==> src/ffr_pkg.sv <==
// Shared types and codes for the firmware frame receiver.
`timescale 1ns / 1ps
`default_nettype none
package ffr_pkg;

	// Input opcodes
	localparam logic [1:0] OP_ARM  = 2'd0;
	localparam logic [1:0] OP_BYTE = 2'd1;
	localparam logic [1:0] OP_TICK = 2'd2;

	// Result kinds
	localparam logic KIND_PROGRAM = 1'b0;
	localparam logic KIND_STATUS  = 1'b1;

	// Status codes
	localparam logic [1:0] ST_OK      = 2'd0;
	localparam logic [1:0] ST_TIMEOUT = 2'd1;
	localparam logic [1:0] ST_FRAME   = 2'd2;
	localparam logic [1:0] ST_LENGTH  = 2'd3;

	// Frame header bytes
	localparam logic [7:0] HEAD_FIRST  = 8'h5A;
	localparam logic [7:0] HEAD_SECOND = 8'hA5;

	// Configuration register indexes and reset values
	localparam logic [1:0]  CFG_APP_BASE = 2'd0;
	localparam logic [1:0]  CFG_TIMEOUT  = 2'd1;
	localparam logic [1:0]  CFG_MAX_LEN  = 2'd2;
	localparam logic [31:0] APP_BASE_RST = 32'h0801_0000;
	localparam logic [15:0] TIMEOUT_RST  = 16'd5000;
	localparam logic [15:0] MAX_LEN_RST  = 16'hFFFF;

	typedef struct packed {
		logic [1:0] opcode;
		logic [7:0] data_byte;
	} ffr_in_t;

	typedef struct packed {
		logic        result_kind;
		logic [31:0] program_address;
		logic [15:0] program_data;
		logic [1:0]  status_code;
	} ffr_out_t;

endpackage
`default_nettype wire

==> src/ffr_parser.sv <==
// Frame parser: configuration registers, frame state and per-item result logic.
`timescale 1ns / 1ps
`default_nettype none
module ffr_parser import ffr_pkg::*; (
	input  wire logic        clk,
	input  wire logic        arst_n,
	input  wire logic        cfg_we,
	input  wire logic [1:0]  cfg_index,
	input  wire logic [31:0] cfg_data,
	input  wire logic        step,
	input  wire ffr_in_t     item,
	output logic             emit,
	output ffr_out_t         result
);

	// Phase codes
	localparam logic [2:0] PH_IDLE    = 3'd0;
	localparam logic [2:0] PH_HEAD0   = 3'd1;
	localparam logic [2:0] PH_HEAD1   = 3'd2;
	localparam logic [2:0] PH_LEN_LO  = 3'd3;
	localparam logic [2:0] PH_LEN_HI  = 3'd4;
	localparam logic [2:0] PH_PAYLOAD = 3'd5;
	localparam logic [2:0] PH_CHECK   = 3'd6;

	logic [31:0] app_base_q;
	logic [15:0] timeout_q;
	logic [15:0] max_len_q;

	logic [2:0]  phase_q, phase_d;
	logic [15:0] frame_len_q, frame_len_d;
	logic [15:0] offset_q, offset_d;
	logic [7:0]  sum_q, sum_d;
	logic [7:0]  held_q, held_d;
	logic [15:0] idle_q, idle_d;

	// Configuration writes; an index past the list is ignored
	always_ff @(posedge clk or negedge arst_n) begin
		if (!arst_n) begin
			app_base_q <= APP_BASE_RST;
			timeout_q  <= TIMEOUT_RST;
			max_len_q  <= MAX_LEN_RST;
		end else if (cfg_we) begin
			unique case (cfg_index)
				CFG_APP_BASE: app_base_q <= cfg_data;
				CFG_TIMEOUT:  timeout_q  <= cfg_data[15:0];
				CFG_MAX_LEN:  max_len_q  <= cfg_data[15:0];
				default: ;
			endcase
		end
	end

	// Next state and result for the item in the input register
	always_comb begin
		logic [16:0] tick_next;
		logic [15:0] len_new;
		logic        last;
		logic [31:0] half_addr;

		phase_d     = phase_q;
		frame_len_d = frame_len_q;
		offset_d    = offset_q;
		sum_d       = sum_q;
		held_d      = held_q;
		idle_d      = idle_q;
		emit        = 1'b0;
		result      = '0;

		tick_next = {1'b0, idle_q} + 17'd1;
		len_new   = {item.data_byte, frame_len_q[7:0]};
		last      = ({1'b0, offset_q} + 17'd1) >= {1'b0, frame_len_q};
		// the low byte of a halfword always sits at an even offset
		half_addr = app_base_q + {16'd0, offset_q[15:1], 1'b0};

		if (step) begin
			unique case (item.opcode)
				OP_ARM: begin
					phase_d     = PH_HEAD0;
					frame_len_d = '0;
					offset_d    = '0;
					sum_d       = '0;
					held_d      = '0;
					idle_d      = '0;
				end
				OP_TICK: begin
					if (phase_q != PH_IDLE) begin
						if (tick_next > {1'b0, timeout_q}) begin
							emit               = 1'b1;
							result.result_kind = KIND_STATUS;
							result.status_code = ST_TIMEOUT;
							phase_d            = PH_IDLE;
							idle_d             = '0;
						end else begin
							idle_d = tick_next[15:0];
						end
					end
				end
				OP_BYTE: begin
					if (phase_q != PH_IDLE) begin
						idle_d = '0;
						unique case (phase_q)
							PH_HEAD0: begin
								if (item.data_byte != HEAD_FIRST) begin
									emit               = 1'b1;
									result.result_kind = KIND_STATUS;
									result.status_code = ST_FRAME;
									phase_d            = PH_IDLE;
								end else begin
									phase_d = PH_HEAD1;
								end
							end
							PH_HEAD1: begin
								if (item.data_byte != HEAD_SECOND) begin
									emit               = 1'b1;
									result.result_kind = KIND_STATUS;
									result.status_code = ST_FRAME;
									phase_d            = PH_IDLE;
								end else begin
									phase_d = PH_LEN_LO;
								end
							end
							PH_LEN_LO: begin
								frame_len_d = {8'd0, item.data_byte};
								phase_d     = PH_LEN_HI;
							end
							PH_LEN_HI: begin
								frame_len_d = len_new;
								if (len_new == '0 || len_new > max_len_q) begin
									emit               = 1'b1;
									result.result_kind = KIND_STATUS;
									result.status_code = ST_LENGTH;
									phase_d            = PH_IDLE;
								end else begin
									offset_d = '0;
									sum_d    = '0;
									phase_d  = PH_PAYLOAD;
								end
							end
							PH_PAYLOAD: begin
								sum_d    = sum_q + item.data_byte;
								offset_d = offset_q + 16'd1;
								if (!offset_q[0]) begin
									held_d = item.data_byte;
									// odd length: pad the final byte
									if (last) begin
										emit                   = 1'b1;
										result.result_kind     = KIND_PROGRAM;
										result.program_address = half_addr;
										result.program_data    = {8'd0, item.data_byte};
									end
								end else begin
									emit                   = 1'b1;
									result.result_kind     = KIND_PROGRAM;
									result.program_address = half_addr;
									result.program_data    = {item.data_byte, held_q};
								end
								if (last) begin
									phase_d = PH_CHECK;
								end
							end
							PH_CHECK: begin
								emit               = 1'b1;
								result.result_kind = KIND_STATUS;
								result.status_code = (item.data_byte == sum_q) ? ST_OK
								                                               : ST_FRAME;
								phase_d            = PH_IDLE;
							end
							default: begin
								phase_d = PH_IDLE;
							end
						endcase
					end
				end
				default: ;
			endcase
		end
	end

	// Frame state registers
	always_ff @(posedge clk or negedge arst_n) begin
		if (!arst_n) begin
			phase_q     <= PH_IDLE;
			frame_len_q <= '0;
			offset_q    <= '0;
			sum_q       <= '0;
			held_q      <= '0;
			idle_q      <= '0;
		end else begin
			phase_q     <= phase_d;
			frame_len_q <= frame_len_d;
			offset_q    <= offset_d;
			sum_q       <= sum_d;
			held_q      <= held_d;
			idle_q      <= idle_d;
		end
	end

endmodule
`default_nettype wire

==> src/firmware_frame_receiver.sv <==
// Top level of the firmware frame receiver: input register, parser and result register.
// Each item passes the input register, the parser and then the result register.
// One item per cycle unless a stalled result blocks; both registers advance together.
// An item that causes no result still takes one pass through the input register.
// Reset (arst_n low) clears control state, restores register defaults and leaves the block idle.
`timescale 1ns / 1ps
`default_nettype none
module firmware_frame_receiver import ffr_pkg::*; (
	input  wire logic        clk,
	input  wire logic        arst_n,
	input  wire logic        cfg_we,
	input  wire logic [1:0]  cfg_index,
	input  wire logic [31:0] cfg_data,
	input  wire logic        item_valid,
	output logic             item_stall,
	input  wire ffr_in_t     item,
	output logic             result_valid,
	input  wire logic        result_stall,
	output ffr_out_t         result
);

	logic     valid_s1;
	ffr_in_t  item_s1;
	logic     advance;
	logic     emit;
	ffr_out_t res_d;
	logic     res_valid_q;
	ffr_out_t res_q;

	// The input register moves on when the result register is free or being taken
	assign advance    = valid_s1 && (!res_valid_q || !result_stall);
	assign item_stall = valid_s1 && !advance;

	// Input register
	always_ff @(posedge clk or negedge arst_n) begin
		if (!arst_n) begin
			valid_s1 <= 1'b0;
		end else if (!item_stall) begin
			valid_s1 <= item_valid;
		end
	end

	always_ff @(posedge clk) begin
		if (item_valid && !item_stall) begin
			item_s1 <= item;
		end
	end

	ffr_parser u_parser (
		.clk      (clk),
		.arst_n   (arst_n),
		.cfg_we   (cfg_we),
		.cfg_index(cfg_index),
		.cfg_data (cfg_data),
		.step     (advance),
		.item     (item_s1),
		.emit     (emit),
		.result   (res_d)
	);

	// Result register
	always_ff @(posedge clk or negedge arst_n) begin
		if (!arst_n) begin
			res_valid_q <= 1'b0;
		end else if (advance) begin
			res_valid_q <= emit;
		end else if (!result_stall) begin
			res_valid_q <= 1'b0;
		end
	end

	always_ff @(posedge clk) begin
		if (advance && emit) begin
			res_q <= res_d;
		end
	end

	assign result_valid = res_valid_q;
	assign result       = res_q;

	// Checks
	a_emit_shows: assert property (@(posedge clk) disable iff (!arst_n)
		advance && emit |=> result_valid)
		else $error("result lost after emit");

	a_no_emit_clears: assert property (@(posedge clk) disable iff (!arst_n)
		advance && !emit |=> !result_valid)
		else $error("result repeated or invented");

	a_in_reaches_s1: assert property (@(posedge clk) disable iff (!arst_n)
		item_valid && !item_stall |=> valid_s1)
		else $error("accepted item not in input register");

	a_status_clean: assert property (@(posedge clk) disable iff (!arst_n)
		result_valid && result.result_kind == KIND_STATUS |->
			result.program_address == '0 && result.program_data == '0)
		else $error("status result carries program fields");

endmodule
`default_nettype wire
==> config.mk <==
export PLATFORM = sky130hd
export DESIGN_NAME = firmware_frame_receiver
export DESIGN_NICKNAME = d
export VERILOG_FILES = /design/src/ffr_pkg.sv /design/src/ffr_parser.sv /design/src/firmware_frame_receiver.sv
export SDC_FILE = /design/constraint.sdc
export NUM_CORES = 1
export LEC_CHECK = 0
export BUFFER_PORTS_ARGS = -buffer_cell sky130_fd_sc_hd__buf_2
export CAP_MARGIN = 15
export CORE_MARGIN = 8
export CORE_UTILIZATION = 50
export CTS_BUF_LIST = sky130_fd_sc_hd__clkbuf_4 sky130_fd_sc_hd__clkbuf_8 sky130_fd_sc_hd__clkbuf_16
export CTS_CLUSTER_DIAMETER = 150
export CTS_CLUSTER_SIZE = 40
export DETAILED_ROUTE_END_ITERATION = 10
export PLACE_DENSITY_LB_ADDON = 0.15
export SETUP_SLACK_MARGIN = 0.15
export SYNTH_ARGS = -nofsm -noshare
export SYNTH_HDL_FRONTEND = slang
export SYNTH_SLANG_ARGS = --single-unit
==> constraint.sdc <==
create_clock -name clk -period 8.31 [get_ports clk]
set_input_delay 1.662 -clock clk [delete_from_list [all_inputs] [get_ports clk]]
set_output_delay 1.662 -clock clk [all_outputs]
set_load 0.01 [all_outputs]
Yosys cells after proc, flatten, opt, wreduce, memory -nomap -nowiden
Cells that the tools add are included.
{ "op_classes": {"addsub": 5, "n_lt_le_gt_ge": 3, "eq_ne": 25, "mux": 55, "reduce_logical": 26} }
{ "op_table": {"columns": ["cell", "count"], "rows": [
  ["$mux W48", 3],
  ["$pmux W16 S2", 4],
  ["$mux W16", 6],
  ["$mux W51", 1],
  ["$pmux W16 S3", 1],
  ["$pmux W8 S2", 3],
  ["$mux W8", 5],
  ["$add A16 B1 Y17 const B", 2],
  ["$add A32 B16 Y32", 1],
  ["$ge A17 B16 Y1", 1],
  ["$gt A17 B16 Y1", 1],
  ["$add A16 B1 Y16 const B", 1],
  ["$gt A16 B16 Y1", 1],
  ["$logic_not A16 Y1", 1],
  ["$mux W3", 5],
  ["$pmux W3 S5", 1],
  ["$reduce_and A5 Y1", 3],
  ["$mux W2", 7],
  ["$mux W1", 12],
  ["$reduce_and A4 Y1", 3],
  ["$pmux W1 S5", 2],
  ["$eq A3 B3 Y1 const B", 3],
  ["$ne A3 B3 Y1 const B", 3],
  ["$pmux W3 S3", 1],
  ["22 further kinds", 43]
]} }
{ "totals": {"register_bits": 194, "output_inout_bits": 53, "word_cells": 132} }

Logic depth before layout (Yosys ltp)
Gate-level depths: netlist of the first run.
{ "logic_depth": {"word_depth": 9, "depth_mapped": 15} }

Hierarchy
Synthesis of the first run repeated with hierarchy kept, for this count alone.
{ "hier_totals": {"cells_unflattened": 1017, "area_unflattened_um2": 10711.5} }
{ "modules_own_cells": {"columns": ["module", "instances", "cells_each", "area_per_inst_um2"], "rows": [
  ["ffr_parser", 1, 945, 8780.9],
  ["firmware_frame_receiver", 1, 72, 1930.6]
]} }

Worst setup path before layout of the first run
No wires, ideal clock.
{ "synth_path": {"path_type": "register -> register", "start": "register u_parser.offset_q[0]", "end": "register res_q (netlist bit result[0]) (enable)", "setup_time_ps": 536, "arrival_ps": 6313, "required_time_ps": 7774, "slack_ps": 1462, "path_stages_with_launch": 16, "synth_period_minus_slack_ps": 6848, "cell_sequence": "dfrtp_1 ha_1 and3_1 and2_1 clkbuf_1 nand3_1 xnor2_1 ha_1 nand3_1 a21oi_1 o21ai_0 a21oi_1 a211o_1 buf_2 nor2_1 o31ai_1"} }
{ "synth_between": {"elab_chain_len": 9} }
{ "synth_rtl": {"columns": ["item", "line", "source"], "rows": [
  ["start: declaration", "ffr_parser.sv:31", "logic [15:0] offset_q, offset_d;"],
  ["start signal: assignment", "ffr_parser.sv:190", "offset_q <= offset_d;"],
  ["$add A16 B1 Y17", "ffr_parser.sv:70", "last = ({1'b0, offset_q} + 17'd1) >= {1'b0, frame_len_q};"],
  ["$ge A17 B16 Y1", "ffr_parser.sv:70", null],
  ["$mux W1", "ffr_parser.sv:144", "if (last) begin"],
  ["$mux W1 (*)", "ffr_parser.sv:141", "if (!offset_q[0]) begin"],
  ["$pmux W1 S5 (*)", "ffr_parser.sv:100", "unique case (phase_q)"],
  ["$mux W1 (*)", "ffr_parser.sv:98", "if (phase_q != PH_IDLE) begin"],
  ["$pmux W1 S2 (*)", "ffr_parser.sv:75", "unique case (item.opcode)"],
  ["$mux W1 (*)", "ffr_parser.sv:74", "if (step) begin"],
  ["$logic_and A1 B1 Y1 (*)", "firmware_frame_receiver.sv:73", "if (advance && emit) begin"],
  ["end signal: assignment", "firmware_frame_receiver.sv:74", "res_q <= res_d;"],
  ["end: declaration", "firmware_frame_receiver.sv:28", "ffr_out_t res_q;"]
]} }
Mark *: on every way between the ends. The rest lies on a longest branch, timed or not.
A chain may end at the register's enable or synchronous reset.

Final worst setup path of the first run
{ "layout_path": {"start": "register u_parser.offset_q[0]", "end": "register res_q (netlist bit result[22]) (enable)"} }
Same word-level chain as after synthesis.

==> results of run 1 <==
==> power breakdown <==
group	internal [W]	switching (W)	leakage, nW
clock network	0.000456	0.000390	0.298
logic	0.000179	0.000256	2.85
registers	0.00109	0.0000837	2.29
==> registers in the layout, summed over array words and instances (netlist names) <==
name	cells
result	51
u_parser.app_base_q	32
u_parser.frame_len_q	16
u_parser.idle_q	16
u_parser.max_len_q	16
u_parser.offset_q	16
u_parser.timeout_q	16
item_s1	10
u_parser.held_q	8
u_parser.sum_q	8
u_parser.phase_q	3
result_valid	1
valid_s1	1
==> cell usage after synthesis (all sizes together) (14+ instances only) <==
cell,number,share of area [%]
and3,20,1.2
o21ai,75,3.5
clkbuf,31,1.1
dfstp,23,5.6
a22o,16,1.3
ha,76,8.9
inv,75,2.6
nand4,15,0.88
nand3,49,2.3
nor2,57,2.0
nor3,14,0.65
edfxtp,61,17
xor2,21,1.7
xnor2,32,2.6
a21o,16,1.1
nand2,91,3.2
mux2,64,6.7
dfrtp,110,26
a21oi,53,2.5
==> cell families after synthesis <==
logic type	synth area share, %
adders and majority gates	9.25
DFF	48.4
muxes	6.82
AOI/OAI and AO/OA	12.6
buffers and inverters	4.04
xor gates and xnor gates	4.33
and+or+nand+nor	14.6
==> area by class of cell <==
type                       instances  area (um^2)  share of cell area [%]
clock buffer                      20          472                    3.89
clock inverter                    12          135                    1.11
inverter                          75          282                    2.32
multi-input combinational        719         5120                    42.2
sequential                       194         5190                    42.8
tap                              275          344                    2.84
timing repair buffer             111          591                    4.87
==> routing by layer <==
| metal | share of wire, % | wire length, um | vias to the layer above |
|---|---|---|---|
| met5 | 0 | 0 | - |
| met4 | 1.5 | 365 | 0 |
| met3 | 5.5 | 1380 | 39 |
| met2 | 46 | 11400 | 227 |
| met1 | 47 | 11700 | 3839 |
| li1 | - | - | 3880 |
==> worst max path at each step <==
| stage | to | slack, ns | from |
|---|---|---|---|
| after CTS | result[22]$_SDFFCE_PN0P_ | 3.87 | u_parser.offset_q[0]$_DFFE_PN0P_ |
| after detailed placement | result[22]$_SDFFCE_PN0P_ | 3.89 | u_parser.offset_q[0]$_DFFE_PN0P_ |
| after global placement | result[22]$_SDFFCE_PN0P_ | 3.94 | u_parser.offset_q[0]$_DFFE_PN0P_ |
| after global routing | result[22]$_SDFFCE_PN0P_ | 3.50 | u_parser.offset_q[0]$_DFFE_PN0P_ |
| final | result[22]$_SDFFCE_PN0P_ | 3.93 | u_parser.offset_q[0]$_DFFE_PN0P_ |
| after floorplan | result[0]$_SDFFCE_PN0P_ | 1.46 | u_parser.offset_q[0]$_DFFE_PN0P_ |
==> cells in the final DEF, fill, tap and decap left out, drive strengths merged, types with 53 or more instances in the layout <==
cell	n
inv	83
o21ai	75
nor2	57
a21oi	53
dfrtp	110
edfxtp	61
ha	76
buf	111
mux2	64
nand2	91
==> through the flow <==
stage	util (%)	hold WS [ns]	power, W
global placement	54.8	0.471	0.00162
global route	57.7	0.500	0.00258
finish	57.7	0.491	0.00246
CTS	57.6	0.496	0.00247
detailed placement	54.8	0.479	0.00163
floorplan	-	0.453	0.00148
==> worst reg2reg max path, stage by stage (launching register included) <==
cell and delay (ns):
dfrtp_1 0.33, buf_4 0.30, ha_1 0.30, and3_1 0.24, and2_1 0.27, nand3_1 0.13, xnor2_1 0.18, ha_1 0.31
nand3_1 0.08, a21oi_1 0.12, o21ai_0 0.08, a21oi_1 0.14, a211o_1 0.51, nor2_1 0.19, o31ai_4 0.24, buf_4 0.53
==> flow_summary.toml, run 1 <==
[place]
dpl.cell_count = 1373
io_buffers = 101
dpl_worst_slack_ns = 3.89
place_congestion = 0.866
placement.cell_area_um2 = 11500
hpwlAfterDp_um = 17900

[global_route]
grt_usage_pct = 19.3
grt_pass1_wl_um = 40500
met1_usage_pct = 26.6
grt_pass1_vias = 7666
grt_max_degree = 79
overflow = 0
grt_busiest_layer = "met2"
grtUsageMet2_pct = 30.4
antenna_found_initial = 0
grt_use_met3_pct = 3.89

[setup_path]
cp.required_ns = 8.37
rr_endpoint = "result[22]$_SDFFCE_PN0P_"
arrival_ns = 4.44
path_cells = "buf_4, ha_1, and3_1, and2_1, nand3_1, xnor2_1, ha_1, nand3_1, a21oi_1, o21ai_0, a21oi_1, a211o_1, nor2_1, o31ai_4, buf_4"
ff2ff_setup_slack_ns = 3.93
path_delay_family = "compound AO/OA/AOI/OAI gates"
startpoint_type = "flop"
critical_path_class = "reg -> reg"
end_kind = "flop"
reg2regPathDepth = 15
cp_num_cells = 15
cp_slowest_cell = "buf_4"
slowest_delay_ns = 0.53
path_buf_inv = 2
critPathMaxFanout = 51
r2r-start = "u_parser.offset_q[0]$_DFFE_PN0P_"

[detailed_routing]
remaining_drc_errors = 0
drtPass1Iterations = 5
postRouteAntennaNets = 0
vias = 7985
wire_per_inst_um = 17.7
drt_wl_total_um = 24800
first_iter_violations = 694
vias_per_cell = 5.68

[timing]
fin_tns_setup_ns = 0
period_share_pct = 52.7
fin_crit_ns = 4.38
relSlewSlack_pct = 31.6
final.setup.worst_slack_ns = 3.93
skew_ns = 0.0149
max_freq_ghz = 0.228
rsz0062_at_grt = "false"
finalSetupViolations = 0
worst_slew_pin_slew_ns = 1.03
timing_hold_violations_final = 0
finalMaxSlewViolations = 0

[hold_path]
hold_class = "reg -> reg"
hold_start = "u_parser.sum_q[3]$_DFFE_PN0P_"
holdPathEnd = "u_parser.sum_q[3]$_DFFE_PN0P_"
hold-path-cell-count = 2

[floorplanning]
fp.dieArea_um2 = 26400
core_area_um2 = 21000
io_pins = 102
fp.dieW_um = 162
dieHeight_um = 162
start_util_pct = 51.0
rows = 53

[clock_network]
h-tree-depth = 4
clkTransAtPathRegs_ns = 0.07
clkLatencyLatePin_ns = 0.44
root_buffer = "clkbuf_16"
cts_buffers = 17
cts-resized-gates = 0
postCtsSetupBuffers = 0
cts-hold-fix-buffers = 0
cts_sinks = 194
cts.path.max_buffers = 2
cts_tree = "yes"

[yosys]
synthDistinctLibCells = 63
yosysWarnings = 0
synth_ff_type = "dfrtp_1"
ys_seq_area_share_pct = 48.4
ys_ff_latch = 194
syn_nets = 1152
synth_area_um2 = 10700
ys_async_sr_fraction_pct = 68.6
synth-edff-count = 61
syn_inst = 1025
avgSynthCellArea_um2 = 10.5

[power_and_ir_drop]
vdd_drop_max_mv = 0.161
power_density_nw_per_um2 = 203
leakagePower_nw = 5.44

[finish]
layout.nets = 1245
fill_cells = 1832
stdcell_count = 1406
diodes = 0
drive_gt1_share_pct = 21.6
fin_area_um2 = 12100
syn2layout_area_growth_pct = 13.2

[outcome]
status = "completed"

[run]
drv_cap = 0
Note: power is estimated with default switching activity, not from simulation.
==> run 2: changes to the inputs <==
- ABC_AREA: default -> 1
- clock period: 8.31 -> 4.53 ns (I/O delays scaled with it)
==> flow_summary.toml, run 2 <==
[outcome]
status = "completed"

[finish]
layout_common_cells = "289 x nand2_1, 178 x inv_1, 110 x dfrtp_1, 103 x nor2_1, 100 x buf_2"
drive_gt1_share_pct = 16.7
stdcell_count = 1681
diodes = 0
mostFrequentLayoutCell = "nand2_1"
largest_register_ffs = 51
layout.nets = 1515
syn2layout_area_growth_pct = 12.0
fill_cells = 2042

[yosys]
ys_ff_latch = 194
synth_mux_area_share_pct = 0.804
synth-edff-count = 61
synth_common_cells = "291 x nand2_1, 178 x inv_1, 110 x dfrtp_1"
syn_inst = 1294
avgSynthCellArea_um2 = 8.66
yosysWarnings = 0
synthDistinctLibCells = 49
synth-simple-area-share_pct = 21.3
yosysMostFrequentCell = "nand2_1"
ys_seq_area_share_pct = 46.3
synth_top_cell_by_area = "dfrtp_1"
synthTopCellsByArea = "dfrtp_1 25%, edfxtp_1 16%, nand2_1 9.7%"
synth_xor_area_share_pct = 3.83
synth_ff_type = "dfrtp_1"
synth_top_family_by_area = "simple AND/OR/NAND/NOR gates"
synth_fa_ha_area_share_pct = 8.84
synth_top_area_share_pct = 24.6
synth_area_um2 = 11200
syn_nets = 1421
synth_compound_area_share_pct = 11.1
ys_async_sr_fraction_pct = 68.6

[timing]
skew_ns = 0.0209
period_share_pct = 86.6
fin_crit_ns = 3.92
worst_slew_pin_slew_ns = 0.978
final.setup.worst_slack_ns = 0.609
fin_tns_setup_ns = 0
finalMaxSlewViolations = 0
timing_hold_violations_final = 0
rsz0062_at_grt = "false"
relSlewSlack_pct = 34.7
finalSetupViolations = 0
max_freq_ghz = 0.255

[clock_network]
root_buffer = "clkbuf_16"
cts_tree = "yes"
clkTransAtPathRegs_ns = 0.08
cts_sinks = 194
cts-hold-fix-buffers = 0
h-tree-depth = 4
cts.path.max_buffers = 2
cts_buffers = 17
postCtsSetupBuffers = 0
clkLatencyLatePin_ns = 0.44
cts-resized-gates = 0

[floorplanning]
start_util_pct = 51.2
fp.dieArea_um2 = 27500
dieHeight_um = 166
rows = 54
core_area_um2 = 21900
fp.dieW_um = 166
io_pins = 102

[detailed_routing]
vias_per_cell = 5.29
remaining_drc_errors = 0
first_iter_violations = 697
drtPass1Iterations = 6
postRouteAntennaNets = 0
vias = 8895
drt_wl_total_um = 27100
wire_per_inst_um = 16.1

[setup_path]
cp_slowest_cell = "dfrtp_1"
cp.required_ns = 4.62
path_delay_family = "simple AND/OR/NAND/NOR gates"
critical_path_class = "reg -> reg"
startpoint = "u_parser.offset_q[0]$_DFFE_PN0P_"
reg2regPathDepth = 19
r2r-start = "u_parser.offset_q[0]$_DFFE_PN0P_"
path_cells = "ha_1, nand3_1, nor2_2, inv_1, nor2_1, nand2_1, xor2_1, ha_1, nand2_1, nor3_1, nand3_2, nor2_1, nor2_4, nand3_2, nand2_1, nand2_1, nand2_1, nand2_2, buf_4"
end_kind = "flop"
ff2ff_setup_slack_ns = 0.61
critPathMostFrequentCell = "nand2_1"
path_buf_inv = 2
critPathMaxFanout = 32
startpoint_type = "flop"
rr_endpoint = "result[29]$_SDFFCE_PN0P_"
arrival_ns = 4.01
cp_num_cells = 19
slowest_delay_ns = 0.69

[run]
drv_cap = 0

[hold_path]
hold_start = "u_parser.sum_q[6]$_DFFE_PN0P_"
hold_class = "reg -> reg"
holdPathEnd = "u_parser.sum_q[6]$_DFFE_PN0P_"
hold-path-cell-count = 2

[power_and_ir_drop]
power_density_nw_per_um2 = 351
power_w = 0.00440
leakagePower_nw = 5.87
vdd_drop_max_mv = 0.282

[place]
hpwlAfterDp_um = 20100
io_buffers = 101
dpl.cell_count = 1649
place_congestion = 0.898
dpl_worst_slack_ns = 0.611

[global_route]
grt_pass1_wl_um = 44600
grt_pass1_vias = 8765
antenna_found_initial = 0
grt_usage_pct = 19.7
overflow = 0
grt_max_degree = 69
==> run 2: worst reg2reg max path, stage by stage, from the launching register on <==
cell	delay, ns
dfrtp_1	0.69
ha_1	0.28
nand3_1	0.15
nor2_2	0.23
inv_1	0.08
nor2_1	0.15
nand2_1	0.08
xor2_1	0.17
ha_1	0.31
nand2_1	0.07
nor3_1	0.19
nand3_2	0.11
nor2_1	0.18
nor2_4	0.06
nand3_2	0.11
nand2_1	0.07
nand2_1	0.08
nand2_1	0.08
nand2_2	0.08
buf_4	0.39
==> run 2: cells by family after synthesis <==
family,count (synthesis)
XOR/XNOR,49
multiplexers,8
buffers and inverters,218
AO/OA/AOI/OAI,211
adder cells (fa/ha/maj),78
AND/OR/NAND/NOR,536
flip-flops,194
==> run 2: cell type report <==
class | count | area [um^2] | share of cell area, %
Inverter | 186 | 698 | 5.56
Clock buffer | 17 | 425 | 3.39
Sequential cell | 194 | 5190 | 41.3
Timing Repair Buffer | 107 | 566 | 4.50
Tap cell | 280 | 350 | 2.79
Clock inverter | 15 | 185 | 1.47
Multi-Input combinational cell | 882 | 5140 | 41.0
==> run 2: metal layers <==
metal / vias to the layer above / wire (um) / track usage (%)
met2: 219 / 13100 / 33.3
li1: 4472 / - / -
met4: 0 / 393 / 5.60
met1: 4171 / 12400 / 25.5
met5: - / 0 / 0
met3: 33 / 1220 / 3.53
==> run 2: through the flow <==
stage / instance area, um^2 / utilization [%] / hold WS [ns]
6_report: 12600 / 57.4 / 0.480
5_1_grt: 12600 / 57.4 / 0.507
4_1_cts: 12600 / 57.4 / 0.484
3_5_place_dp: 11900 / 54.6 / 0.466
3_3_place_gp: 11900 / 54.6 / 0.465
2_1_floorplan: 11200 / - / 0.446
==> run 2: worst max-delay path by stage <==
| stage | endpoint | slack (ns) |
|---|---|---|
| 3_3_place_gp | result[43]$_SDFFCE_PN0P_ | 0.81 |
| 5_1_grt | result[29]$_SDFFCE_PN0P_ | 0.22 |
| 4_1_cts | result[32]$_SDFFCE_PN0P_ | 0.62 |
| 6_report | result[29]$_SDFFCE_PN0P_ | 0.61 |
| 2_1_floorplan | result[0]$_SDFFCE_PN0P_ | 0.54 |
| 3_5_place_dp | result[44]$_SDFFCE_PN0P_ | 0.61 |
==> run 2: report_power, final <==
group          internal [W]  switching (W)
clock              0.000751       0.000776
sequential          0.00199       0.000136
combinational      0.000275       0.000477
total               0.00301        0.00139
==> run 3: changes to the inputs <==
- CTS_CLUSTER_SIZE: 40 -> 16
- REMOVE_ABC_BUFFERS: default -> 1
==> flow_summary.toml, run 3 (synthesis gave the netlist of run 2 again) <==
[floorplanning]
core_area_um2 = 21900
start_util_pct = 51.2
fp.dieArea_um2 = 27500
rows = 54
io_pins = 102
dieHeight_um = 166
fp.dieW_um = 166

[setup_path]
arrival_ns = 3.72
path_cells = "ha_1, nand3_1, nor2_2, inv_1, nor2_1, nand2_1, xor2_1, ha_1, nand2_1, nor3_1, nand3_2, nor2_1, nor2_4, nand3_2, nand2_1, nand2_1, nand2_1, nand2_2, buf_4"
critPathMostFrequentCell = "nand2_1"
critPathMaxFanout = 33
path_buf_inv = 2
startpoint = "u_parser.offset_q[1]$_DFFE_PN0P_"
slowest_delay_ns = 0.43
path_delay_family = "simple AND/OR/NAND/NOR gates"
cp.required_ns = 4.59
cp_slowest_cell = "buf_4"
startpoint_type = "flop"
end_kind = "flop"
critical_path_class = "reg -> reg"
r2r-start = "u_parser.offset_q[1]$_DFFE_PN0P_"

[detailed_routing]
wire_per_inst_um = 16.1
drt_wl_total_um = 27100
remaining_drc_errors = 0
vias = 8908
first_iter_violations = 627
postRouteAntennaNets = 0
drtPass1Iterations = 5
vias_per_cell = 5.29

[global_route]
grt_usage_pct = 19.8
grt_pass1_vias = 8953
overflow = 0
grt_pass1_wl_um = 44800
grt_max_degree = 84
antenna_found_initial = 0

[place]
dpl_worst_slack_ns = 0.932
io_buffers = 101
hpwlAfterDp_um = 20000
place_congestion = 0.915

[finish]
fill_cells = 2019
layout.nets = 1517
layout_common_cells = "289 x nand2_1, 178 x inv_1, 110 x dfrtp_1, 103 x nor2_1, 100 x buf_2"
largest_register_ffs = 51
final_core_util_pct = 57.4
syn2layout_area_growth_pct = 12.2
mostFrequentLayoutCell = "nand2_1"
drive_gt1_share_pct = 16.8

[timing]
fin_crit_ns = 3.65
rsz0062_at_grt = "false"
finalMaxSlewViolations = 0
max_freq_ghz = 0.274
finalSetupViolations = 0
timing_hold_violations_final = 0
relSlewSlack_pct = 32.6
holdWs_ns = 0.486
final.setup.worst_slack_ns = 0.877
worst_slew_pin_slew_ns = 1.01
fin_tns_setup_ns = 0
period_share_pct = 80.6
skew_ns = 0.00929

[clock_network]
cts-hold-fix-buffers = 0
clkLatencyLatePin_ns = 0.43
root_buffer = "clkbuf_16"
cts-resized-gates = 0
clkTransAtPathRegs_ns = 0.07
cts_tree = "yes"
h-tree-depth = 4
cts_sinks = 194
cts.path.max_buffers = 2
cts_buffers = 17
postCtsSetupBuffers = 0

[hold_path]
hold_start = "u_parser.sum_q[6]$_DFFE_PN0P_"
hold_class = "reg -> reg"

[power_and_ir_drop]
leakagePower_nw = 5.89
vdd_drop_max_mv = 0.244
power_density_nw_per_um2 = 353
power_w = 0.00444

[run]
drv_cap = 0

[outcome]
status = "completed"
## run 3: layout make-up
cell class,count,area [um^2],area share (%)
Timing Repair Buffer,109,572,4.55
Multi-Input combinational cell,882,5140,40.9
Clock inverter,7,96.3,0.766
Inverter,186,698,5.55
Antenna cell,1,2.50,0.0199
Tap cell,280,350,2.79
Sequential cell,194,5190,41.3
Clock buffer,25,522,4.15
## run 3: worst paths after layout
kind	slack [ns]	to	cells past startpoint
worst max register to register	0.88	result[29]$_SDFFCE_PN0P_	19
worst min-delay path	0.49	u_parser.sum_q[6]$_DFFE_PN0P_	2
worst max-delay path	0.88	result[29]$_SDFFCE_PN0P_	19
min in group asynchronous	0.54	u_parser.sum_q[3]$_DFFE_PN0P_	1
max in group asynchronous	3.07	u_parser.max_len_q[13]$_DFFE_PN1P_	2
worst min register to register	0.49	u_parser.sum_q[6]$_DFFE_PN0P_	2
## run 3: where the power goes
part / internal [W] / switching (W) / total [W]
clock: 0.000919 / 0.000652 / 0.00157
combinational: 0.000274 / 0.000475 / 0.000749
sequential: 0.00199 / 0.000131 / 0.00212
## run 3: worst reg2reg max path, cell delays in order (launching register included)
cell and delay, ns:
dfrtp_1 0.41, ha_1 0.21, nand3_1 0.17, nor2_2 0.23, inv_1 0.08, nor2_1 0.14
nand2_1 0.10, xor2_1 0.18, ha_1 0.32, nand2_1 0.07, nor3_1 0.20, nand3_2 0.11
nor2_1 0.17, nor2_4 0.06, nand3_2 0.11, nand2_1 0.06, nand2_1 0.07, nand2_1 0.08
nand2_2 0.07, buf_4 0.43
## run 3: metrics by stage
step | cell area [um^2] | cells
after floorplan | 11000 | 1262
after detailed placement | 12000 | 1651
after global routing | 12600 | 1683
after CTS | 12600 | 1683
final | 12600 | 1684
after global placement | 12000 | 1651
## run 3: per-layer routing
metal  up-vias  routed length, um  part of all wire [%]  global-route usage [%]
li1       4456                  -                     -                       -
met1      4216              12700                    47                    26.3
met2       203              12700                    47                    32.3
met3        33               1170                   4.3                    3.79
met4         0                456                   1.7                    5.88
met5         -                  0                     0                       0
